[src/rtl/assert_macros.svh]
// Assertion macros shared by the tile packer RTL.
// Included by files that carry concurrent assertions; no other dependencies.
`ifndef ASSERT_MACROS_SVH
`define ASSERT_MACROS_SVH

// Implication checked on every rising edge outside reset.
`define PTBP_ASSERT(lbl, clk, rst_n, prop, msg) \
    lbl: assert property (@(posedge clk) disable iff (!rst_n) prop) else $error(msg);

// Condition that must never be true outside reset.
`define PTBP_NEVER(lbl, clk, rst_n, cond, msg) \
    lbl: assert property (@(posedge clk) disable iff (!rst_n) !(cond)) else $error(msg);

`endif

[src/rtl/ptbp_pkg.sv]
// Constants for the planar tile bitplane packer.
// No dependencies; imported by the top level.
package ptbp_pkg;

    // Tile geometry
    localparam int TILE_PIXELS = 64;
    localparam int TILE_COLS   = 8;
    localparam int PIX_W       = 8;
    localparam int ADDR_W      = $clog2(TILE_PIXELS);
    localparam int COL_W       = $clog2(TILE_COLS);

    // plane_mode register codes
    localparam logic [1:0] MODE_2PLANE = 2'd0;
    localparam logic [1:0] MODE_4PLANE = 2'd1;
    localparam logic [1:0] MODE_8PLANE = 2'd2;
    localparam logic [1:0] MODE_PACKED = 2'd3;
    localparam logic [1:0] MODE_RESET  = MODE_4PLANE;

    // Input op codes
    localparam logic OP_PIXEL = 1'b0;
    localparam logic OP_BLANK = 1'b1;

    // Index of the final byte of a tile for each mode
    localparam logic [ADDR_W-1:0] LAST_2PLANE = ADDR_W'(2 * TILE_COLS - 1);
    localparam logic [ADDR_W-1:0] LAST_4PLANE = ADDR_W'(4 * TILE_COLS - 1);
    localparam logic [ADDR_W-1:0] LAST_8PLANE = ADDR_W'(8 * TILE_COLS - 1);
    localparam logic [ADDR_W-1:0] LAST_PACKED = ADDR_W'(TILE_PIXELS - 1);

endpackage

[src/rtl/ptbp_ram.sv]
// Generic single-write, single-read RAM with registered read data.
// No dependencies; used for the tile store.
module ptbp_ram #(
    parameter int WIDTH = 8,
    parameter int DEPTH = 64,
    localparam int AW   = $clog2(DEPTH)
) (
    input  logic             clk,
    input  logic             wr_en,
    input  logic [AW-1:0]    wr_addr,
    input  logic [WIDTH-1:0] wr_data,
    input  logic             rd_en,
    input  logic [AW-1:0]    rd_addr,
    output logic [WIDTH-1:0] rd_data
);

    logic [WIDTH-1:0] mem [DEPTH];

    // Write port and registered read port
    always_ff @(posedge clk)
    begin
        if (wr_en)
        begin
            mem[wr_addr] <= wr_data;
        end
        if (rd_en)
        begin
            rd_data <= mem[rd_addr];
        end
    end

endmodule

[src/rtl/planar_tile_bitplane_packer.sv]
// Top level of the planar tile bitplane packer.
// Depends on ptbp_pkg, ptbp_ram and assert_macros.svh.
//
// Pixels of an 8x8 tile arrive in row-major order, one per cycle, and are
// written to a 64-entry tile store. The 64th pixel starts emission of the
// tile; no input is taken until the last byte has gone into the output
// register. All pixel reads go through the single read port of the tile
// store, so a planar row pair reads the 8 pixels of its row one by one and
// captures each before its two output bytes, and a packed byte is read and
// captured before its output. A blank tile emits one byte per cycle while
// the output is not stalled.
module planar_tile_bitplane_packer (
    input  logic       clk,
    input  logic       rst_n,
    // configuration write: plane_mode in [1:0]
    input  logic       cfg_valid,
    output logic       cfg_ready,
    input  logic [1:0] cfg_data,
    // input stream
    input  logic       s_axis_tvalid,
    output logic       s_axis_tready,
    input  logic [ptbp_pkg::PIX_W-1:0] s_axis_tdata,  // [7:0] pixel
    input  logic       s_axis_tuser,                  // [0] op
    // output stream
    output logic       m_axis_tvalid,
    input  logic       m_axis_tready,
    output logic [ptbp_pkg::PIX_W-1:0] m_axis_tdata,  // [7:0] out_byte
    output logic       m_axis_tlast                   // last
);

    import ptbp_pkg::*;

`include "assert_macros.svh"

    typedef enum logic [1:0] {
        ST_IDLE,
        ST_GATHER,
        ST_PUT
    } state_t;

    state_t              state_reg;
    logic [1:0]          plane_mode_reg;
    logic [ADDR_W-1:0]   pixel_count_reg;
    logic [ADDR_W-1:0]   byte_cnt_reg;
    logic [COL_W:0]      col_reg;
    logic                rd_pend_reg;
    logic                blank_reg;
    logic [PIX_W-1:0]    acc_lo_reg;
    logic [PIX_W-1:0]    acc_hi_reg;
    logic                out_valid_reg;
    logic [PIX_W-1:0]    out_byte_reg;
    logic                out_last_reg;

    logic                in_req;
    logic                packed_mode;
    logic [COL_W:0]      gather_len;
    logic                rd_en;
    logic [ADDR_W-1:0]   rd_addr;
    logic [PIX_W-1:0]    rd_data;
    logic [COL_W-1:0]    plane_lo;
    logic [COL_W-1:0]    plane_hi;
    logic                last_byte;
    logic                out_free;
    logic [PIX_W-1:0]    put_byte;

    // Handshakes
    assign s_axis_tready = (state_reg == ST_IDLE);
    assign cfg_ready     = 1'b1;
    assign in_req        = s_axis_tvalid && s_axis_tready;
    assign out_free      = !out_valid_reg || m_axis_tready;

    assign m_axis_tvalid = out_valid_reg;
    assign m_axis_tdata  = out_byte_reg;
    assign m_axis_tlast  = out_last_reg;

    // Read sequencing: 8 pixels per planar row, one pixel per packed byte
    assign packed_mode = (plane_mode_reg == MODE_PACKED);
    assign gather_len  = packed_mode ? (COL_W+1)'(1) : (COL_W+1)'(TILE_COLS);
    assign rd_en       = (state_reg == ST_GATHER) && (col_reg < gather_len);
    assign rd_addr     = packed_mode ? byte_cnt_reg
                                     : {byte_cnt_reg[3:1], col_reg[COL_W-1:0]};

    // Plane pair from the byte index: pair in bits [5:4]
    assign plane_lo = {byte_cnt_reg[5:4], 1'b0};
    assign plane_hi = {byte_cnt_reg[5:4], 1'b1};

    // Final byte of the run
    always_comb
    begin
        case (plane_mode_reg)
            MODE_2PLANE: last_byte = (byte_cnt_reg == LAST_2PLANE);
            MODE_4PLANE: last_byte = (byte_cnt_reg == LAST_4PLANE);
            MODE_8PLANE: last_byte = (byte_cnt_reg == LAST_8PLANE);
            default:     last_byte = (byte_cnt_reg == LAST_PACKED);
        endcase
    end

    // Byte to present: 0 if blank, packed pixel, else lo plane even, hi odd
    always_comb
    begin
        if (blank_reg)
        begin
            put_byte = '0;
        end
        else if (packed_mode || !byte_cnt_reg[0])
        begin
            put_byte = acc_lo_reg;
        end
        else
        begin
            put_byte = acc_hi_reg;
        end
    end

    ptbp_ram #(
        .WIDTH (PIX_W),
        .DEPTH (TILE_PIXELS)
    ) u_tile_store (
        .clk     (clk),
        .wr_en   (in_req && (s_axis_tuser == OP_PIXEL)),
        .wr_addr (pixel_count_reg),
        .wr_data (s_axis_tdata),
        .rd_en   (rd_en),
        .rd_addr (rd_addr),
        .rd_data (rd_data)
    );

    // Sequencer, shift unit and output register
    always_ff @(posedge clk or negedge rst_n)
    begin
        if (!rst_n)
        begin
            state_reg       <= ST_IDLE;
            plane_mode_reg  <= MODE_RESET;
            pixel_count_reg <= '0;
            byte_cnt_reg    <= '0;
            col_reg         <= '0;
            rd_pend_reg     <= 1'b0;
            blank_reg       <= 1'b0;
            acc_lo_reg      <= '0;
            acc_hi_reg      <= '0;
            out_valid_reg   <= 1'b0;
            out_byte_reg    <= '0;
            out_last_reg    <= 1'b0;
        end
        else
        begin
            if (cfg_valid && cfg_ready)
            begin
                plane_mode_reg <= cfg_data;
            end

            // Output register: loaded from ST_PUT, emptied when taken
            if ((state_reg == ST_PUT) && out_free)
            begin
                out_valid_reg <= 1'b1;
            end
            else if (m_axis_tready)
            begin
                out_valid_reg <= 1'b0;
            end

            rd_pend_reg <= rd_en;

            case (state_reg)
                ST_IDLE:
                begin
                    byte_cnt_reg <= '0;
                    col_reg      <= '0;
                    if (in_req)
                    begin
                        if (s_axis_tuser == OP_BLANK)
                        begin
                            blank_reg <= 1'b1;
                            state_reg <= ST_PUT;
                        end
                        else
                        begin
                            pixel_count_reg <= pixel_count_reg + 1'b1;
                            if (pixel_count_reg == LAST_PACKED)
                            begin
                                blank_reg <= 1'b0;
                                state_reg <= ST_GATHER;
                            end
                        end
                    end
                end

                ST_GATHER:
                begin
                    if (rd_en)
                    begin
                        col_reg <= col_reg + 1'b1;
                    end
                    // capture the pixel read in the previous cycle
                    if (rd_pend_reg)
                    begin
                        if (packed_mode)
                        begin
                            acc_lo_reg <= rd_data;
                        end
                        else
                        begin
                            acc_lo_reg <= {acc_lo_reg[PIX_W-2:0], rd_data[plane_lo]};
                            acc_hi_reg <= {acc_hi_reg[PIX_W-2:0], rd_data[plane_hi]};
                        end
                        if (col_reg == gather_len)
                        begin
                            state_reg <= ST_PUT;
                        end
                    end
                end

                ST_PUT:
                begin
                    if (out_free)
                    begin
                        out_byte_reg  <= put_byte;
                        out_last_reg  <= last_byte;
                        byte_cnt_reg  <= byte_cnt_reg + 1'b1;
                        col_reg       <= '0;
                        if (last_byte)
                        begin
                            state_reg <= ST_IDLE;
                        end
                        else if (!blank_reg && (packed_mode || byte_cnt_reg[0]))
                        begin
                            state_reg <= ST_GATHER;
                        end
                    end
                end

                default:
                begin
                    state_reg <= ST_IDLE;
                end
            endcase
        end
    end

    // Checks on the sequencer
    `PTBP_ASSERT(a_full_tile_starts_read, clk, rst_n,
        in_req && (s_axis_tuser == OP_PIXEL) && (pixel_count_reg == LAST_PACKED)
        |=> (state_reg == ST_GATHER) && (pixel_count_reg == '0),
        "full tile did not start emission")
    `PTBP_ASSERT(a_blank_starts_put, clk, rst_n,
        in_req && (s_axis_tuser == OP_BLANK) |=> (state_reg == ST_PUT) && blank_reg,
        "blank tile request did not start output")
    `PTBP_NEVER(a_col_overrun, clk, rst_n,
        (state_reg == ST_GATHER) && (col_reg > gather_len),
        "row read counter ran past row length")
    `PTBP_NEVER(a_stray_read, clk, rst_n,
        rd_pend_reg && (state_reg == ST_IDLE),
        "tile store read outstanding while idle")

endmodule
[config.mk]
export PLATFORM = sky130hd
export DESIGN_NAME = planar_tile_bitplane_packer
export DESIGN_NICKNAME = d
export VERILOG_FILES = /design/src/rtl/ptbp_pkg.sv /design/src/rtl/ptbp_ram.sv /design/src/rtl/planar_tile_bitplane_packer.sv
export VERILOG_INCLUDE_DIRS = /design/src /design/src/rtl
export SDC_FILE = /design/constraint.sdc
export NUM_CORES = 1
export LEC_CHECK = 0
export BUFFER_PORTS_ARGS = -buffer_cell sky130_fd_sc_hd__clkbuf_2
export CORE_MARGIN = 4
export CORE_UTILIZATION = 46
export DETAILED_ROUTE_END_ITERATION = 8
export MAX_ROUTING_LAYER = met4
export SLEW_MARGIN = 20
export SYNTH_ARGS = -nofsm -noshare
export SYNTH_HDL_FRONTEND = slang
export SYNTH_HIERARCHICAL = 1
export SYNTH_SLANG_ARGS = --single-unit
[constraint.sdc]
create_clock -name clk -period 7.5 [get_ports clk]
set_input_delay 0.375 -clock clk [delete_from_list [all_inputs] [get_ports clk]]
set_output_delay 0.375 -clock clk [all_outputs]
set_load 0.05 [all_outputs]
; ---- After elaboration in Yosys (flattened, before gate mapping)
; Memories as Yosys holds them, arrays and structs flattened. A register that Yosys moved wholly into a read port is not among the register bits.
; Index checks and enable logic that the tools add are counted.
[op_classes]
add_sub_neg = 3
multipliers = 0
n_div = 0
magnitude_cmp = 3
eq_ne = 16
shift = 0
n_mux = 30
bitwise = 2
reduce_logical = 25
[op_table]
columns = operator, n
row1 = 2-to-1 mux 8 bit, 3
row2 = 2-to-1 mux 2 bit, 8
row3 = "adder 6 x 1 -> 6 bit, second input constant", 2
row4 = "== test 6 bit, second input constant", 2
row5 = 2-to-1 mux 4 bit, 3
row6 = 2-to-1 mux 6 bit, 2
row7 = one-hot mux 4 bit (3 select lines), 1
row8 = one-hot mux 6 bit (2 select lines), 1
row9 = AND reduction 3 bit, 4
row10 = "< comparator 3 x 4 -> 1 bit, second input constant", 2
row11 = 2-to-1 mux 1 bit, 8
row12 = "== test 6 x 4 -> 1 bit, second input constant", 1
row13 = "== test 6 x 5 -> 1 bit, second input constant", 1
row14 = "!= test 2 bit, second input constant", 3
row15 = one-hot mux 2 bit (3 select lines), 1
row16 = AND reduction 2 bit, 3
row17 = AND reduction 6 bit, 1
row18 = nonzero test 2 bit, 3
row19 = logical AND 1 bit, 5
row20 = "adder 4 x 1 -> 4 bit, second input constant", 1
row21 = binary-select mux 1 bit (select 2 bit), 2
row22 = "== test 2 x 1 -> 1 bit, second input constant", 2
row23 = "== test 2 bit, second input constant", 2
row24 = == test 4 bit, 1
row25 = other kinds (10), 17
[word_totals]
reg_bits = 48
latch_bits = 0
mem_bits_rw = 512
romBits = 0
input_bits = 16
word_cells = 92
mem_count = 1
[mem_list]
columns = name, words, word_bits, rd, rd_clocked_by_memory_dff, write_ports, line_no
row1 = u_tile_store.mem, 64, 8, 1, 1, 1, ptbp_ram.sv:17  ; logic [WIDTH-1:0] mem [DEPTH];

; ---- Longest topological paths before layout
[logic_depth]
word_depth = 7
ltp_mapped = 14
mapped_depth_nobuf = 9

; ---- By module
; Netlist, hierarchy kept.
[modules_own_cells]
columns = mod, instances, cells_each, area_per_inst_um2, seq_area_each_um2
row1 = ptbp_ram, 1, 940, 20246.9, 15615.0
row2 = planar_tile_bitplane_packer, 1, 228, 2444.8, 1202.4

; ---- Worst setup path before layout
; No wires, ideal clock.
[synth_path]
path_kind = register -> register
start = register plane_mode_reg[1]
end = register u_tile_store.rd_data[3], read port of u_tile_store.mem, data pin
setup_ps = 266
t_arrival_ps = 2829
required_ps = 7234
slack_ps = 4405
stages_incl_launch_ff = 11
path_buffers = 3
period_less_slack_ps = 3095
path_cell_list = dfrtp_1 > nand2_1 > buf_2 > inv_1 > o21ai_0 > buf_6 > buf_4 > mux4_2 > mux4_2 > o21ai_1 > o41ai_1
[synth_between]
word_cells_on_any_way = 5
cone_classes = order compare: 1 / eq/ne: 1 / mux: 2 / reduce/logical: 1
[synth_lines]
columns = item, line_no
row1 = start: declaration, planar_tile_bitplane_packer.sv:42  ; logic [1:0] plane_mode_reg;
row2 = start signal: assignment, planar_tile_bitplane_packer.sv:150  ; plane_mode_reg <= cfg_data;
row3 = == test 2 bit, planar_tile_bitplane_packer.sv:77  ; assign packed_mode = (plane_mode_reg == MODE_PACKED);
row4 = 2-to-1 mux 6 bit, planar_tile_bitplane_packer.sv:80  ; assign rd_addr = packed_mode ? byte_cnt_reg
row5 = via rd_addr[0], planar_tile_bitplane_packer.sv:58  ; logic [ADDR_W-1:0] rd_addr;
row6 = end: declaration, ptbp_ram.sv:14  ; output logic [WIDTH-1:0] rd_data
; The timed path passes the listed nets, and every way through them passes these cells.
; A chain may end at the register's enable or synchronous reset.

; ---- Worst setup path in the final report
[layout_path]
start = register plane_mode_reg[0]
end = register u_tile_store.rd_data[4], read port of u_tile_store.mem, data pin
; The elaborated chain is that of the path after synthesis.

==> qor.yml <==
path_max_fanout: 91
clock-root-buffer: "clkbuf_16"
route.detailed.drc: 0
netlist_area_um2: 22700
synth_cell_types: 62
r2r_setup_slack_ns: 3.24
rows: 81
coreArea_um2: 48800
clk_path_buf_depth: 3
async_flop_share_pct: 8.45
hold_ws_ns: 0.0450
ff2ff_path_depth: 10
required_ns: 7.83
p_comb_share_pct: 14.9
cts_max_level: 2
portBuffers: 26
p_leak_nw: 7.86
status: "finished, final reports clean"
min_period_ns: 4.26
setup_viol: 0
finalSetupTns_ns: 0
hold_end: "plane_mode_reg[1]"
synth-main-ff-cell: "edfxtp_1"
finalNonFillerCells: 1921
rsz0062_at_grt: "no"
cts_buffers: 56
r2r_start: "plane_mode_reg[0]"
fin_crit_sh_pct: 56.9
use_met2_pct: 29.9
grt_usage_pct: 19.7
layout_commonest_cell: "edfxtp_1"
min_from: "cfg_valid"
hold_depth: 2
yosysWarnings: 6
num_vias: 11200
largest_reg_flops: 512
nets: 1232
seqPwrFrac_pct: 48.9
die_area_um2: 52900
synth.avg_cell_area_um2: 19.4
path_class: "reg2reg"
gr-total-overflow: 0
wirelength_um: 49600
area.growth.synth_to_final_pct: 11.2
tightest_slew_ns: 1.02
antenna_left: 0
power.density_nw_per_um2: 296
finClkSkew_ns: 0.0130
sw_frac_of_total_pct: 25.4
place_inst: 1814
internal_power_w: 0.00557
syn_inst: 1168
slew_violations: 0
clk_pin_slew_worst_paths_ns: 0.06
largest-register: "u_tile_store/mem"
p_total_w: 0.00746
drtIter0Drc: 1229
die_x_um: 230
grt_pass1_vias: 11400
cts_setup_buffers: 0
arrival_ns: 4.60
post_drt_via_cell_ratio: 5.81
die_y_um: 230
ios: 28
cts_tree: "yes"
synth.yosys.seq_area_share_pct: 74.1
ir_worst_vdd_v: 0.000198
antenna_found_initial: 0
grt_pass1_wl_um: 75800
hold_viol: 0
cp-start-kind: "flip-flop"
grt_max_degree: 92
relSlewSlack_pct: 31.6
switching_power_w: 0.00189
gp_congestion: 0.810
final_cell_mix: "520 x edfxtp_1, 127 x mux4_2, 90 x nor2_1, 57 x clkbuf_16, 50 x nand2_1"
ys_seq_elements: 568
grt_use_met3_pct: 4.20
dr.pass1.iters: 5
r2r-end: "u_tile_store/rd_data[4]"
clkSinkCount: 568
wire_per_inst_um: 25.8
synth_edf_count: 520
fmax_mhz: 234
start_util_pct: 46.5
clkLatencyLatePin_ns: 0.60
critPathCaptureType: "flip-flop"
drive_gt1_share_pct: 22.8
busiest_layer: "met2"
hold_path_class: "in2reg"
clockPowerShare_pct: 36.3
dp_hpwl_um: 29300
diodes: 0
cap_violations: 0
syn_nets: 1189
global_route.usage.met1_pct: 27.9
[area by class of cell]
| type | count | area [µm²] |
|---|---|---|
| Clock buffer | 69 | 1470 |
| Tap cell | 664 | 831 |
| Sequential cell | 568 | 16800 |
| Clock inverter | 35 | 283 |
| Multi-Input combinational cell | 534 | 5510 |
| Inverter | 4 | 15.0 |
| Fill cell | 3939 | 23600 |
| Timing Repair Buffer | 47 | 308 |
[through the flow]
stage	setup WS, ns	area (µm²)	util (%)
after floorplan	4.40	22700	-
after global placement	3.25	23500	48.0
after detailed placement	3.20	23500	48.0
after CTS	3.16	25200	51.7
after global routing	2.94	25200	51.7
final	3.24	25200	51.7
[cell families after synthesis]
logic type | synth area share (%)
multiplexers | 15.7
AND/OR/NAND/NOR | 4.68
other | 0.0165
XOR/XNOR | 0.270
buffers and inverters | 1.70
flip-flops | 74.1
AO/OA/AOI/OAI | 3.24
adder cells (fa/ha/maj) | 0.276
[cells in the mapped netlist (all sizes together), types with 3 or more instances]
cell type	instances	area [µm²]
edfxtp	520	15600
mux4	127	2860
nor2	90	338
nand2	50	188
dfrtp	47	1180
buf	40	288
mux2i	39	390
o21ai	31	155
mux2	28	315
clkbuf	22	82.6
nand3	22	110
nor2b	16	100
nor3	10	50.1
nand2b	9	56.3
o221ai	8	70.1
o22ai	8	50.1
a21oi	7	35.0
a221oi	6	52.6
a211oi	5	50.1
ha	5	62.6
nand3b	5	37.5
or3	5	31.3
a31oi	4	25.0
and2	4	25.0
inv	4	15.0
nand4	4	25.0
xnor2	4	35.0
a2111oi	3	45.1
a22oi	3	22.5
o2111ai	3	26.3
o2bb2ai	3	26.3
xor2	3	26.3
[worst max-delay path: stages, from the launching register on]
cell	delay, ns
dfstp_2	0.56
nand2_1	0.48
inv_1	0.38
nand2_1	0.14
o21ai_4	0.10
buf_12	0.48
mux4_2	0.60
mux2_2	0.27
o221a_2	0.27
nor3_1	0.42
o32ai_1	0.16
[power groups by stage]
stage | Clock (W) | Combinational, W | Sequential [W]
after CTS | 0.00277 | 0.00113 | 0.00364
after global routing | 0.00292 | 0.00120 | 0.00366
after floorplan | 0 | 0.000815 | 0.00370
final | 0.00270 | 0.00111 | 0.00364
after detailed placement | 0 | 0.00112 | 0.00371
after global placement | 0 | 0.00111 | 0.00371
[repair_timing]
item                       CTS  global route
gates resized for setup      0             0
setup endpoints to repair    0             0
hold endpoints to repair    49             0
hold buffers                 3             0
[worst max-delay path by stage]
stage,to,cells after the start,startpoint
floorplan,u_tile_store/rd_data[3],10,plane_mode_reg[1]
global placement,u_tile_store/rd_data[6],10,plane_mode_reg[0]
detailed placement,u_tile_store/rd_data[5],9,plane_mode_reg[0]
CTS,u_tile_store/rd_data[4],10,plane_mode_reg[0]
global route,u_tile_store/rd_data[5],9,plane_mode_reg[0]
finish,u_tile_store/rd_data[4],10,plane_mode_reg[0]
[routing by layer]
metal  wire, µm  vias up  share of wire, %
li1           -     4838                 -
met1      21800     5901                44
met2      23600      354                48
met3       3230       74               6.5
met4        967        0               1.9
met5          0        -                 0
(Power assumes the default switching activity.)
